===== src/design/lzwd_pkg.sv =====
// Shared types and constants for the LZW decoder.
package lzwd_pkg;

  localparam int CODE_W     = 9;
  localparam int NF_W       = CODE_W + 1;
  localparam int ROW_BYTES  = 8;
  localparam int ROWS       = 32;
  localparam int FIRST_FREE = 257;

  typedef enum logic [1:0] {
    CMD_BAD,
    CMD_KWK,
    CMD_KNOWN
  } cmd_kind_t;

  typedef struct packed {
    cmd_kind_t         kind;
    logic [CODE_W-1:0] code;
    logic [CODE_W-1:0] prev;
    logic              add_en;
    logic [7:0]        add_idx;
  } cmd_t;

  typedef struct packed {
    logic [CODE_W-1:0] parent;
    logic [7:0]        chr;
    logic [8:0]        len;
  } dict_entry_t;

endpackage


===== src/design/lzwd_queue.sv =====
// Two-entry command queue between front and back.
module lzwd_queue import lzwd_pkg::*; (
  input  logic clk,
  input  logic rst,
  input  cmd_t push_cmd,
  input  logic push,
  output logic full,
  output cmd_t pop_cmd,
  output logic pop_valid,
  input  logic pop
);

  cmd_t       slots [2];
  logic       wr_ptr;
  logic       rd_ptr;
  logic [1:0] count;
  logic       do_pop;

  assign full      = (count == 2'd2);
  assign pop_valid = (count != 2'd0);
  assign pop_cmd   = slots[rd_ptr];
  assign do_pop    = pop && pop_valid;

  always_ff @(posedge clk) begin
    if (push) slots[wr_ptr] <= push_cmd;
  end

  always_ff @(posedge clk) begin
    if (rst) begin
      wr_ptr <= 1'b0;
      rd_ptr <= 1'b0;
      count  <= 2'd0;
    end else begin
      if (push) wr_ptr <= !wr_ptr;
      if (do_pop) rd_ptr <= !rd_ptr;
      count <= count + 2'(push) - 2'(do_pop);
    end
  end

endmodule


===== config.mk =====
export PLATFORM = sky130hd
export DESIGN_NAME = lzwd_queue
export DESIGN_NICKNAME = d
export VERILOG_FILES = /design/src/design/lzwd_pkg.sv /design/src/design/lzwd_queue.sv
export SDC_FILE = /design/constraint.sdc
export NUM_CORES = 1
export LEC_CHECK = 0
export BUFFER_PORTS_ARGS = -buffer_cell sky130_fd_sc_hd__buf_2
export CELL_PAD_IN_SITES_DETAIL_PLACEMENT = 1
export CELL_PAD_IN_SITES_GLOBAL_PLACEMENT = 2
export CORE_MARGIN = 3
export CORE_UTILIZATION = 40
export CTS_CLUSTER_DIAMETER = 50
export CTS_CLUSTER_SIZE = 8
export DETAILED_ROUTE_END_ITERATION = 8
export GPL_ROUTABILITY_DRIVEN = 0
export PLACE_DENSITY = 0.93
export SYNTH_ARGS = -nofsm -noshare
export SYNTH_HDL_FRONTEND = slang
export SYNTH_SLANG_ARGS = --single-unit

===== constraint.sdc =====
create_clock -name clk -period 3.55 [get_ports clk]
set_clock_uncertainty 0.15 [all_clocks]
set_input_delay 0.5325 -clock clk [delete_from_list [all_inputs] [get_ports clk]]
set_output_delay 0.5325 -clock clk [all_outputs]
set_load 0.1 [all_outputs]

==> metrics.yaml <==
global_routing:
  grt_max_degree: 30
  grt_overflow: 0
  grt_pass1_wl_mm: 7.04
  grt_pass1_vias: 1431
  track_usage: 0.138
  antenna_found_initial: 0
sta:
  setup_tns_ns: 0
  finalWorstSetupSlack_ns: 0.892
  fin_crit_ns: 2.66
  tightest_slew_ns: 0.503
  rsz0062_at_grt: "false"
  finalHoldViolCount: 0
  slew_viol_final: 0
  relSlewSlack: 0.667
  min_period_over_period: 0.749
  setup_viol: 0
  fmax_ghz: 0.376
pwr:
  pwr-share-comb: 0.393
  vdd_drop_max_v: 0.000715
  p_int_w: 0.00149
  swShare: 0.416
  p_switching_w: 0.00106
  seq_power_share: 0.357
  pwr_density_cell_nw_per_um2: 856
  power.leakage_nw: 1.17
  power_w: 0.00255
  power.share.clock: 0.249
floorplan:
  boundaryPins: 64
  rows: 27
  fp.dieH_um: 83.1
  initial_utilization: 0.421
  dieArea_um2: 6900
  core_area_um2: 5640
  fp.dieW_um: 83.1
place:
  portBuffers: 63
  dp_slack_ns: 1.22
  dpl.cell_count: 248
  hpwl_mm: 3.10
logic_synthesis:
  synth_area_um2: 2380
  synth_top_family_by_area: "multiplexers"
  synth-xor-area-share: 0.0132
  synth_top_area_frac: 0.733
  yosys-top-cells-area: "edfxtp_1 (73%), mux2_2 (10%), mux2_4 (6.3%)"
  synth-seq-cells: 63
  synth.most_common_cell: "edfxtp_1"
  synthAdderAreaFrac: 0.0105
  synth_compound_area_frac: 0.00316
  synth_area_leader_cell: "edfxtp_1"
  synthMuxAreaShare: 0.163
  yosysSeqAreaShare: 0.775
  synthTopCellsByCount: "edfxtp_1 (58), mux2_2 (21), mux2_4 (10)"
  async_flop_share: 0
  synth_cell_types: 15
  synth_edf_count: 58
  syn_inst: 113
  synth_warnings: 0
  synthSimpleGateAreaFrac: 0.0205
  synthFlopType: "edfxtp_1"
  avgSynthCellArea_um2: 21.0
  syn_nets: 148
worst_setup_path:
  max_stage_delay_ns: 0.54
  cp-start-kind: "register"
  crit_fanout: 21
  critPathRequiredTime_ns: 2.87
  cpMaxStageDelayCell: "dfxtp_1"
  cp_cell_sequence: "buf_4 > mux2_2 > buf_2"
  critPathKind: "reg2out"
  endpoint_kind: "output port"
  crit_arrival_ns: 1.98
final_layout:
  fin_util: 0.528
  layout.cells.non_filler: 264
  insertedDiodeCount: 0
  syn2layout_area_growth_pct: 25.5
  layout.nets: 222
  drive_gt1_frac: 0.573
clock_tree:
  clk_latency_ns: 0.33
  post_cts_resize_count: 0
  hold_buffers: 0
  clock-root-buffer: "clkbuf_8"
  clk_pin_slew_worst_paths_ns: 0.07
  post-cts-setup-buffers: 0
  clockBufferDepth: 2
  cts_tree: "done"
  clock_sinks: 63
  numCtsBuffers: 9
  cts_max_level: 3
drt:
  dr.pass1.iters: 5
  first_iter_violations: 72
  wl_met1_mm: 1.68
  wirelength_mm: 4.47
  wl_met3_um: 324
  vias_per_cell: 4.78
  final_antenna_net_count: 0
  drc: 0
  wl_per_cell_um: 16.9
  routed.top_layer: "met4"
  dr_wl_met2_mm: 2.35
  via_count: 1263
run:
  maxCapViolCount: 0
min_path:
  worstHoldPathType: "in2reg"
status:
  status: "finished, final reports clean"
## final timing paths
check | startpoint | end | slack [ns] | cells after the start
worst max register to register | count[1] | count[1] | 1.95 | 6
worst min-delay path | push_cmd[5] | slots[1][5] | 0.24 | 1
worst min register to register | wr_ptr | wr_ptr | 0.43 | 2
worst max-delay path | register | pop_cmd[2] | 0.89 | 3
## worst max-delay path, delay by kind of cell (launching register included)
family	cells	cell delay [ns]
mux	1	0.39
flops	1	0.54
buf+inv	2	0.70
## power by group through the flow
| stage | Combinational (W) | Clock, W | Sequential (W) |
|---|---|---|---|
| detailed placement | 0.00101 | 0 | 0.000928 |
| finish | 0.00100 | 0.000637 | 0.000912 |
| global route | 0.00104 | 0.000692 | 0.000919 |
| CTS | 0.00101 | 0.000652 | 0.000913 |
| floorplan | 0.000893 | 0 | 0.000911 |
| global placement | 0.000992 | 0 | 0.000920 |
## flip-flops by register name, summed over array words and instances, names as in the netlist, named ones only
name and count:
slots 58, wr_ptr 1, rd_ptr 1, count 2
## cell families after synthesis
group	Yosys count
flip-flops	63
AND/OR/NAND/NOR	9
adder cells (fa/ha/maj)	2
AO/OA/AOI/OAI	1
multiplexers	31
XOR/XNOR	2
buffers and inverters	5
## per-layer routing
metal / GRT usage / up-vias
li1: - / 579
met1: 0.143 / 617
met2: 0.232 / 52
met3: 0.0486 / 15
met4: 0.0966 / 0
met5: 0 / -
## cells in the final DEF (no fill, tap or decap)
master     instances
clkbuf_1           1
mux2_2            21
or2_2              1
buf_4              3
nor2b_1            3
mux2_4            10
bufinv_16          2
xnor3_1            1
nor2b_2            1
dfxtp_1            5
and2_1             1
clkbuf_8           9
nor2_1             3
xnor2_1            1
ha_1               2
inv_1              2
clkinv_1           4
o21a_1             1
edfxtp_1          58
buf_2             63
## per-stage QoR
stage | area (um2) | hold WS (ns)
6_report | 2980 | 0.237
3_3_place_gp | 2780 | 0.381
5_1_grt | 2980 | 0.218
3_5_place_dp | 2780 | 0.417
4_1_cts | 2980 | 0.220
2_1_floorplan | 2380 | 0.346
## layout make-up
cell class / count / area, um2
inverters: 2 / 7.51
repair buffers: 66 / 338
clock buffers: 10 / 128
well taps: 72 / 90.1
fillers: 554 / 2660
flip-flops and latches: 63 / 1840
clock inverters: 6 / 75.1
multi-input cells: 45 / 502
Power figures use the tool's default switching activity.
