==> src/design/lzwd_pkg.sv <==
// Shared types and constants for the LZW decoder.
package lzwd_pkg;

  localparam int CODE_W     = 9;
  localparam int NF_W       = CODE_W + 1;
  localparam int ROW_BYTES  = 8;
  localparam int ROWS       = 32;
  localparam int FIRST_FREE = 257;

  typedef enum logic [1:0] {
    CMD_BAD,
    CMD_KWK,
    CMD_KNOWN
  } cmd_kind_t;

  typedef struct packed {
    cmd_kind_t         kind;
    logic [CODE_W-1:0] code;
    logic [CODE_W-1:0] prev;
    logic              add_en;
    logic [7:0]        add_idx;
  } cmd_t;

  typedef struct packed {
    logic [CODE_W-1:0] parent;
    logic [7:0]        chr;
    logic [8:0]        len;
  } dict_entry_t;

endpackage

==> src/design/lzwd_front.sv <==
// Front end: accepts codes, tracks next free code and previous code, classifies.
module lzwd_front import lzwd_pkg::*; (
  input  logic              clk,
  input  logic              rst,
  input  logic [CODE_W-1:0] code_in,
  input  logic              in_valid,
  output logic              in_ready,
  output cmd_t              push_cmd,
  output logic              push,
  input  logic              q_full
);

  logic [NF_W-1:0]   next_free;
  logic [CODE_W-1:0] prior_code;
  logic              take;
  logic              is_reset;
  logic              is_bad;
  logic              is_kwk;
  logic              room;

  assign in_ready = !q_full;
  assign take     = in_valid && in_ready;
  assign room     = !next_free[NF_W-1];
  assign is_reset = (code_in == '0);
  assign is_bad   = ({1'b0, code_in} > next_free) ||
                    (({1'b0, code_in} == next_free) && (prior_code == '0));
  assign is_kwk   = ({1'b0, code_in} == next_free);

  always_comb begin
    push_cmd.code    = code_in;
    push_cmd.prev    = prior_code;
    push_cmd.add_idx = next_free[7:0];
    priority if (is_bad) begin
      push_cmd.kind   = CMD_BAD;
      push_cmd.add_en = 1'b0;
    end else if (is_kwk) begin
      push_cmd.kind   = CMD_KWK;
      push_cmd.add_en = room;
    end else begin
      push_cmd.kind   = CMD_KNOWN;
      push_cmd.add_en = room && (prior_code != '0);
    end
  end

  assign push = take && !is_reset;

  always_ff @(posedge clk) begin
    if (rst) begin
      next_free  <= NF_W'(FIRST_FREE);
      prior_code <= '0;
    end else if (take) begin
      if (is_reset) begin
        next_free  <= NF_W'(FIRST_FREE);
        prior_code <= '0;
      end else if (!is_bad) begin
        prior_code <= code_in;
        if (push_cmd.add_en) next_free <= next_free + NF_W'(1);
      end
    end
  end

endmodule

==> config.mk <==
export PLATFORM = sky130hd
export DESIGN_NAME = lzwd_front
export DESIGN_NICKNAME = d
export VERILOG_FILES = /design/src/design/lzwd_pkg.sv /design/src/design/lzwd_front.sv
export SDC_FILE = /design/constraint.sdc
export NUM_CORES = 1
export LEC_CHECK = 0
export BUFFER_PORTS_ARGS = -buffer_cell sky130_fd_sc_hd__buf_2
export CAP_MARGIN = 20
export CORE_AREA = 5 5 56 58
export CTS_CLUSTER_DIAMETER = 100
export CTS_CLUSTER_SIZE = 20
export DETAILED_ROUTE_END_ITERATION = 12
export DIE_AREA = 0 0 61 63
export MAX_ROUTING_LAYER = met4
export PLACE_DENSITY = 0.76
export SETUP_SLACK_MARGIN = 0.2
export SLEW_MARGIN = 20
export SYNTH_ARGS = -nofsm -noshare
export SYNTH_HDL_FRONTEND = slang
export SYNTH_SLANG_ARGS = --single-unit
==> constraint.sdc <==
create_clock -name clk -period 3.7 [get_ports clk]
set_clock_uncertainty 0.05 [all_clocks]
set_input_delay 0.37 -clock clk [delete_from_list [all_inputs] [get_ports clk]]
set_output_delay 0.37 -clock clk [all_outputs]
set_load 0.05 [all_outputs]
==> results of run 1 <==
[cell type report]
class / instances / share of cell area
multi-input cells: 103 / 0.504
flip-flops and latches: 19 / 0.268
repair buffers: 43 / 0.152
inverters: 11 / 0.0291
well taps: 31 / 0.0274
clock buffers: 3 / 0.0159
clock inverters: 1 / 0.00353
[per-layer routing]
layer	up-vias	track usage	wire, um	part of all wire
met5	-	-	0	0
li1	589	-	-	-
met4	0	0.0623	45	0.014
met1	581	0.234	1350	0.42
met3	5	0.0289	279	0.088
met2	57	0.291	1500	0.47
[synth_stat cells (4+ instances only)]
library cell / instances
dfxtp_1: 19
buf_4: 17
a21oi_1: 15
inv_1: 11
nor2_1: 11
ha_1: 10
nand2_1: 10
o21ai_0: 8
a22o_1: 5
mux2i_1: 5
nand4_1: 4
or3_1: 4
[state kept, by name, summed over array words and instances, names as in the netlist]
signal and count:
next_free 10, prior_code 9
[metrics by stage]
step / util / setup WS (ns)
2_1_floorplan: - / 1.26
3_3_place_gp: 0.532 / 1.17
3_5_place_dp: 0.532 / 1.04
4_1_cts: 0.542 / 0.949
5_1_grt: 0.542 / 0.733
6_report: 0.542 / 0.883
[cell usage in the layout (no fill, tap or decap), types with 3 or more instances in the layout]
cell type / n
nor2_1: 11
a22o_1: 5
dfxtp_1: 19
nand4_1: 4
nand3_1: 3
buf_2: 43
mux2i_1: 5
or3_1: 4
o21ai_0: 8
inv_1: 11
ha_1: 10
nor3_1: 3
nand2_1: 10
a21oi_1: 15
or3_2: 3
clkbuf_4: 3
[worst min path at each step]
stage / startpoint / endpoint / depth (start not counted)
detailed placement: prior_code[6] / prior_code[6] / 1
global route: code_in[0] / prior_code[0] / 2
global placement: next_free[9] / next_free[9] / 2
CTS: code_in[0] / prior_code[0] / 2
finish: code_in[0] / prior_code[0] / 2
floorplan: next_free[9] / next_free[9] / 2
[power groups by stage]
stage               registers [uW]  clock network (uW)  logic (uW)
floorplan                      236                   0         105
CTS                            218                 112         145
detailed placement             222                   0         144
global route                   219                 120         157
finish                         218                 110         145
global placement               222                   0         141
[cells by family (layout without fill, tap and decap cells)]
group / count (synthesis) / count (layout)
and+or+nand+nor: 51 / 51
AOI/OAI and AO/OA: 36 / 36
buffers and inverters: 31 / 58
DFF: 19 / 19
adders and majority gates: 10 / 10
muxes: 5 / 5
xor gates and xnor gates: 1 / 1
==> results.yml, run 1 <==
synth:
  ys_seq_area_frac: 0.296
  ys_warn_count: 0
  synth_compound_area_frac: 0.180
  synth.top_cell.area_share: 0.296
  synth_top_family_by_area: "simple AND/OR/NAND/NOR gates"
  syn_nets: 176
  ys_types: 36
  ys_seq_elements: 19
  muxShareOfSynthArea: 0.0390
  syn_inst: 153
  post_synth.cell_area_avg_um2: 8.39
  synthXorXnorAreaFrac: 0.00682
  ys_dominant_reg_cell: "dfxtp_1"
  synthAdderAreaFrac: 0.0975
  synth_area_leader_cell: "dfxtp_1"
  async_reset_ff_frac: 0
  synthTopCellsByArea: "dfxtp_1, buf_4, ha_1, a21oi_1, mux2i_1"
  synth.cell_area_um2: 1280
  synth-simple-area-share: 0.233
  synth_edf_count: 0
sta:
  tightestPinTransition_ns: 0.482
  finalSetupTns_ns: 0
  rsz0062_at_grt: "false"
  slew_headroom: 0.677
  max_freq_mhz: 355
  fin_crit_ns: 2.82
  min_period_over_period: 0.761
  finalSetupViolCount: 0
  finalHoldViolCount: 0
  whs_ns: 0.262
  maxSlewViolCount: 0
setup_path:
  path_depth: 7
  r2r_slack_ns: 1.06
  required_ns: 3.28
  startpoint: "next_free[7]"
  r2r-start: "next_free[7]"
  r2r-end: "next_free[6]"
  worstPathArrival_ns: 2.40
  reg2reg_depth: 8
  cp_max_fo: 6
  end_kind: "primary output"
  crit_family: "simple AND/OR/NAND/NOR gates"
  cp_cell_sequence: "inv_1 -> ha_1 -> nand4b_1 -> nor3_2 -> o21ai_0 -> nor2_1 -> buf_2"
  slowest_stage: "dfxtp_1"
  critPathCapture: "push_cmd[8]"
  cp_slowest_stage_delay_ns: 0.41
  path_class: "reg -> out"
  cp.buffers_inverters: 2
  cp-start-kind: "flip-flop"
cts:
  post_cts_buffers: 0
  clkSinkCount: 19
  clock_latency_ns: 0.31
  cts_buffers: 3
  hold_buffers: 0
  cts-root-buf: "clkbuf_4"
  cts_resized: 0
  clk_pin_slew_worst_paths_ns: 0.12
  h-tree-depth: 1
  max-clock-path-buffers: 2
  cts_tree: "built"
final_layout:
  design_area_um2: 1420
  n_antenna_cell: 0
  fillCellCount: 242
  regArea_um2: 380
  drive_above_1_share: 0.311
  fin_cells: 211
  area_growth_pct: 10.4
  layout.nets: 204
  multi_input_comb_area_um2: 714
pwr:
  power_leakage_uw: 0.000658
  combPwrFrac: 0.307
  switching_share: 0.384
  ir_drop_mv: 0.177
  power_switching_uw: 182
  p_int_uw: 291
  seq_power_share: 0.460
  total_power_uw: 473
  power.density_nw_per_um2: 334
  p_clk_frac: 0.233
global_route:
  grt_pass1_wl_mm: 5.31
  grt_pass1_vias: 1152
  grt_usage: 0.184
  antenna_found_initial: 0
  overflow: 0
  grt_max_degree: 15
floorplanning:
  core.rowCount: 19
  die_y_um: 63
  die_w_um: 61
  die-area_um2: 3840
  coreArea_um2: 2620
  initial_utilization: 0.491
  pin_count: 44
routing:
  routed_via_density: 5.84
  drt_pass1_iterations: 4
  first_iter_violations: 86
  drc: 0
  vias: 1232
  drtAntennaViolNets: 0
  post_drt_wl_per_cell_um: 15.0
  wirelength_mm: 3.17
place:
  dpl-instance-area_um2: 1390
  numPortBuffers: 43
  hpwlAfterDp_mm: 2.55
  routabilityCongestion: 0.874
  dpl.cell_count: 207
job:
  max-cap-violations: 0
outcome:
  outcome: "finished clean"
worst_hold_path:
  min_path_type: "in -> reg"
Note: power is estimated with default switching activity, not from simulation.
==> run 2: changes to the inputs <==
Settings changed: CORE_AREA 5 5 56 58 to 5 5 58 60, DIE_AREA 0 0 61 63 to 0 0 63 65, PLACE_DENSITY 0.76 to 0.71.
Clock period 3.7 ns to 2.6 ns, I/O delays scaled along.
==> run 2 against run 1 <==
Against the previous run: sequential share of layout area decreased by 3.9 points; worst hold slack got worse by 0.099 ns; wire length increased by 17%; critical path depth increased by 5; setup slack got worse by 0.77 ns; clock power increased by 44%; power increased by 55%; global-route usage decreased by 1.8 points; critical endpoint is now next_free[6]; largest cell class unchanged; highest routed layer unchanged.
==> results.yml, run 2 (synthesis results as in run 1) <==
setup_path:
  worstPathArrival_ns: 2.65
  crit_family: "compound AO/OA/AOI/OAI gates"
  end_kind: "flip-flop"
  cp_slowest_stage_delay_ns: 0.38
  slowest_stage: "dfxtp_2"
  cp_max_fo: 7
  required_ns: 2.76
  path_class: "reg -> reg"
  cp.buffers_inverters: 5
  cp-start-kind: "flip-flop"
  cp_cell_sequence: "inv_2 -> ha_4 -> nand4_1 -> buf_4 -> nor3_4 -> buf_6 -> a211oi_4 -> o21ba_4 -> buf_6 -> buf_4 -> o31ai_1 -> a21oi_2"
routing:
  drc: 0
  drt_pass1_iterations: 6
  routed_via_density: 5.64
  first_iter_violations: 80
  vias: 1297
  drtAntennaViolNets: 0
  wirelength_mm: 3.72
  post_drt_wl_per_cell_um: 16.2
floorplanning:
  core.rowCount: 20
  die_y_um: 65
  die_w_um: 63
  pin_count: 44
  initial_utilization: 0.446
  coreArea_um2: 2880
  die-area_um2: 4100
final_layout:
  most-common-layout-cells: "buf_2, buf_4, dfxtp_1"
  top_register: "next_free"
  largestRegisters: "next_free (10), prior_code (9)"
  multi_input_comb_area_um2: 830
  regArea_um2: 392
  n_antenna_cell: 0
  final_common_cell: "buf_2"
  fillCellCount: 258
  design_area_um2: 1700
  largest_reg_flops: 10
  area_growth_pct: 32.7
  layout.nets: 221
  drive_above_1_share: 0.503
cts:
  cts_tree: "built"
  max-clock-path-buffers: 2
  clock_latency_ns: 0.31
  cts-root-buf: "clkbuf_4"
  clk_pin_slew_worst_paths_ns: 0.12
  cts_buffers: 3
  h-tree-depth: 1
  hold_buffers: 0
  clkSinkCount: 19
global_route:
  grt_max_degree: 15
  grt_usage: 0.166
  overflow: 0
  grt_pass1_wl_mm: 5.41
  grt_pass1_vias: 1202
  antenna_found_initial: 0
sta:
  maxSlewViolCount: 0
  slew_headroom: 0.655
  finalSetupViolCount: 0
  min_period_over_period: 0.957
  fin_crit_ns: 2.49
  tightestPinTransition_ns: 0.514
  finalHoldViolCount: 0
  rsz0062_at_grt: "true"
  max_freq_mhz: 402
pwr:
  power_leakage_uw: 0.000774
  power.density_nw_per_um2: 430
  ir_drop_mv: 0.261
  total_power_uw: 733
place:
  numPortBuffers: 43
  hpwlAfterDp_mm: 2.67
  dpl-instance-area_um2: 1420
  routabilityCongestion: 0.868
outcome:
  outcome: "finished clean"
job:
  max-cap-violations: 0
worst_hold_path:
  min_path_type: "in -> reg"
-- run 2: power breakdown --
group | leakage (uW) | internal (uW) | switching [uW]
registers | 0.000157 | 298 | 6.69
logic | 0.000599 | 96.0 | 175
clock network | 0.0000177 | 57.6 | 100
-- run 2: per-stage QoR --
stage,utilization,instances,setup slack [ns],hold slack [ns],TNS (ns)
2_1_floorplan,-,153,0.300,0.343,0
3_3_place_gp,0.493,212,0.220,0.426,0
3_5_place_dp,0.493,212,0.128,0.436,0
4_1_cts,0.522,220,0.197,0.160,0
5_1_grt,0.592,230,-0.0181,0.174,-0.0181
6_report,0.592,230,0.111,0.163,0
-- run 2: worst reg2reg max path: stages (launching register included) --
cell and delay (ns):
dfxtp_2 0.38, inv_2 0.06, ha_4 0.26, nand4_1 0.12, buf_4 0.16, nor3_4 0.26
buf_6 0.15, a211oi_4 0.04, o21ba_4 0.26, buf_6 0.13, buf_4 0.13, o31ai_1 0.30
a21oi_2 0.08
-- run 2: area by class of cell --
type / count / area share
Clock buffer: 3 / 0.0132
Clock inverter: 1 / 0.00294
Inverter: 11 / 0.0242
Multi-Input combinational cell: 103 / 0.487
Sequential cell: 19 / 0.230
Tap cell: 33 / 0.0242
Timing Repair Buffer: 60 / 0.219
-- run 2: what timing repair did --
action | CTS | global route
setup endpoints to repair | 7 | 11
resized for setup | 10 | 37
buffers inserted | 4 | 10
pin swaps | 5 | 9
-- run 2: per-layer routing --
metal  track usage  part of all wire  vias to the layer above
met5             -                 0                        -
met4        0.0531            0.0067                        0
met3        0.0433             0.073                        4
met2         0.286              0.53                       54
met1         0.187              0.39                      617
li1              -                 -                      622
-- run 2: path summary, 6_finish.rpt --
check	cells after the start	end	from	slack [ns]
worst max-delay path	12	next_free[6]	next_free[5]	0.11
worst min-delay path	2	prior_code[0]	code_in[0]	0.16
worst max register to register	12	next_free[6]	next_free[5]	0.11
worst min register to register	2	next_free[6]	next_free[6]	0.47
==> run 3: changes to the inputs <==
Settings changed: SETUP_SLACK_MARGIN 0.2 to not set.
==> run 3 against run 2 <==
Against the previous run: maximum frequency rose by 0.96%; combinational power decreased by 17%; global-route usage rose by 0.56 points; clock power barely moved; worst hold slack hardly changed; setup slack better by 0.024 ns; non-clock buffer count fell by 12; register-to-register slack improved by 0.08 ns; largest power group unchanged; highest routed layer unchanged.
==> results.yml, run 3 (synthesis results as in run 1) <==
outcome:
  outcome: "finished clean"
routing:
  post_drt_wl_per_cell_um: 15.2
  drc: 0
  drt_pass1_iterations: 5
  wirelength_mm: 3.32
  routed_via_density: 5.66
  first_iter_violations: 107
  drtAntennaViolNets: 0
  vias: 1233
setup_path:
  cp_slowest_stage_delay_ns: 0.37
  slowest_stage: "dfxtp_1"
  cp-start-kind: "flip-flop"
  cp_max_fo: 4
  crit_family: "compound AO/OA/AOI/OAI gates"
  end_kind: "primary output"
  cp.buffers_inverters: 2
  cp_cell_sequence: "inv_1 -> ha_1 -> nand4_1 -> o21bai_4 -> a211oi_2 -> nor2_1 -> buf_4"
  worstPathArrival_ns: 2.15
  path_class: "reg -> out"
  required_ns: 2.29
cts:
  cts_buffers: 3
  clock_latency_ns: 0.31
  h-tree-depth: 1
  clkSinkCount: 19
  max-clock-path-buffers: 2
  cts_tree: "built"
  clk_pin_slew_worst_paths_ns: 0.11
  cts-root-buf: "clkbuf_4"
  hold_buffers: 0
sta:
  finalSetupViolCount: 0
  fin_crit_ns: 2.46
  finalSetupTns_ns: 0
  max_freq_mhz: 406
  min_period_over_period: 0.948
  maxSlewViolCount: 0
  slew_headroom: 0.674
  finalWorstSetupSlack_ns: 0.135
  finalHoldViolCount: 0
  tightestPinTransition_ns: 0.485
final_layout:
  layout.nets: 209
  largestRegisters: "next_free (10), prior_code (9)"
  area_growth_pct: 16.4
  drive_above_1_share: 0.357
  fin_cells: 218
  n_antenna_cell: 0
  largest_reg_flops: 10
  final_common_cell: "buf_2"
  most-common-layout-cells: "buf_2, dfxtp_1, a21oi_1"
  top_register: "next_free"
place:
  dpl.cell_count: 212
  numPortBuffers: 43
  dp_slack_ns: 0.183
  routabilityCongestion: 0.856
  hpwlAfterDp_mm: 2.59
global_route:
  grt_pass1_wl_mm: 5.58
  grt_pass1_vias: 1233
  grt_usage: 0.172
  antenna_found_initial: 0
  overflow: 0
  grt_max_degree: 15
pwr:
  ir_drop_mv: 0.252
  power.density_nw_per_um2: 462
  power_leakage_uw: 0.000693
floorplanning:
  core.rowCount: 20
  die-area_um2: 4100
  pin_count: 44
  die_w_um: 63
  coreArea_um2: 2880
  initial_utilization: 0.446
  die_y_um: 65
worst_hold_path:
  min_path_type: "in -> reg"
job:
  max-cap-violations: 0
==> run 3: cell count changes in the layout (fill, tap and decap cells not counted), moves of 4 or more <==
cell / previous run / this run
ha_1: 6 / 10
buf_4: 15 / 6
inv_2: 5 / 0
a21oi_2: 5 / 0
buf_6: 4 / 0
inv_1: 6 / 11
ha_4: 4 / 0
a21oi_1: 10 / 15
==> run 3: worst reg2reg max path, stage by stage (launching register included) <==
cell	delay [ns]
dfxtp_1	0.34
inv_1	0.07
ha_1	0.32
nand4b_1	0.24
nor3_4	0.31
o21ai_2	0.12
o21ba_4	0.25
or4_1	0.51
a21oi_1	0.14
==> run 3: through the flow <==
stage / area, um^2 / hold slack [ns] / power [uW] / util
2_1_floorplan: 1280 / 0.343 / 485 / -
3_3_place_gp: 1420 / 0.426 / 520 / 0.492
3_5_place_dp: 1420 / 0.438 / 526 / 0.492
4_1_cts: 1450 / 0.153 / 683 / 0.503
5_1_grt: 1490 / 0.166 / 725 / 0.519
6_report: 1490 / 0.163 / 690 / 0.519
==> run 3: per-layer routing <==
metal / global-route usage / part of all wire
met4: 0.0796 / 0.016
met2: 0.283 / 0.50
met5: - / 0
met1: 0.195 / 0.41
met3: 0.0433 / 0.075
==> run 3: cell type report <==
class                           count  area (um^2)
Fill cell                         273         1380
Inverter                           11         41.3
Tap cell                           33         41.3
Clock buffer                        4         26.3
Sequential cell                    19          384
Multi-Input combinational cell    103          741
Timing Repair Buffer               48          260
==> run 3: power by group <==
group          internal, uW  switching [uW]
logic                  66.1             158
registers               300            6.92
clock network          60.0            98.7
==> run 3: final timing paths <==
path,from,end,slack (ns),depth (start not counted)
max reg2reg,next_free[8],next_free[6],0.19,8
max,next_free[3],push_cmd[8],0.14,7
min reg2reg,next_free[9],next_free[9],0.46,2
min,code_in[0],prior_code[0],0.16,2
==> run 3: repair_timing <==
item / 4_1_cts / 5_1_grt
pin swaps: 0 / 4
setup endpoints to repair: 1 / 8
buffers inserted: 0 / 2
resized for setup: 1 / 12
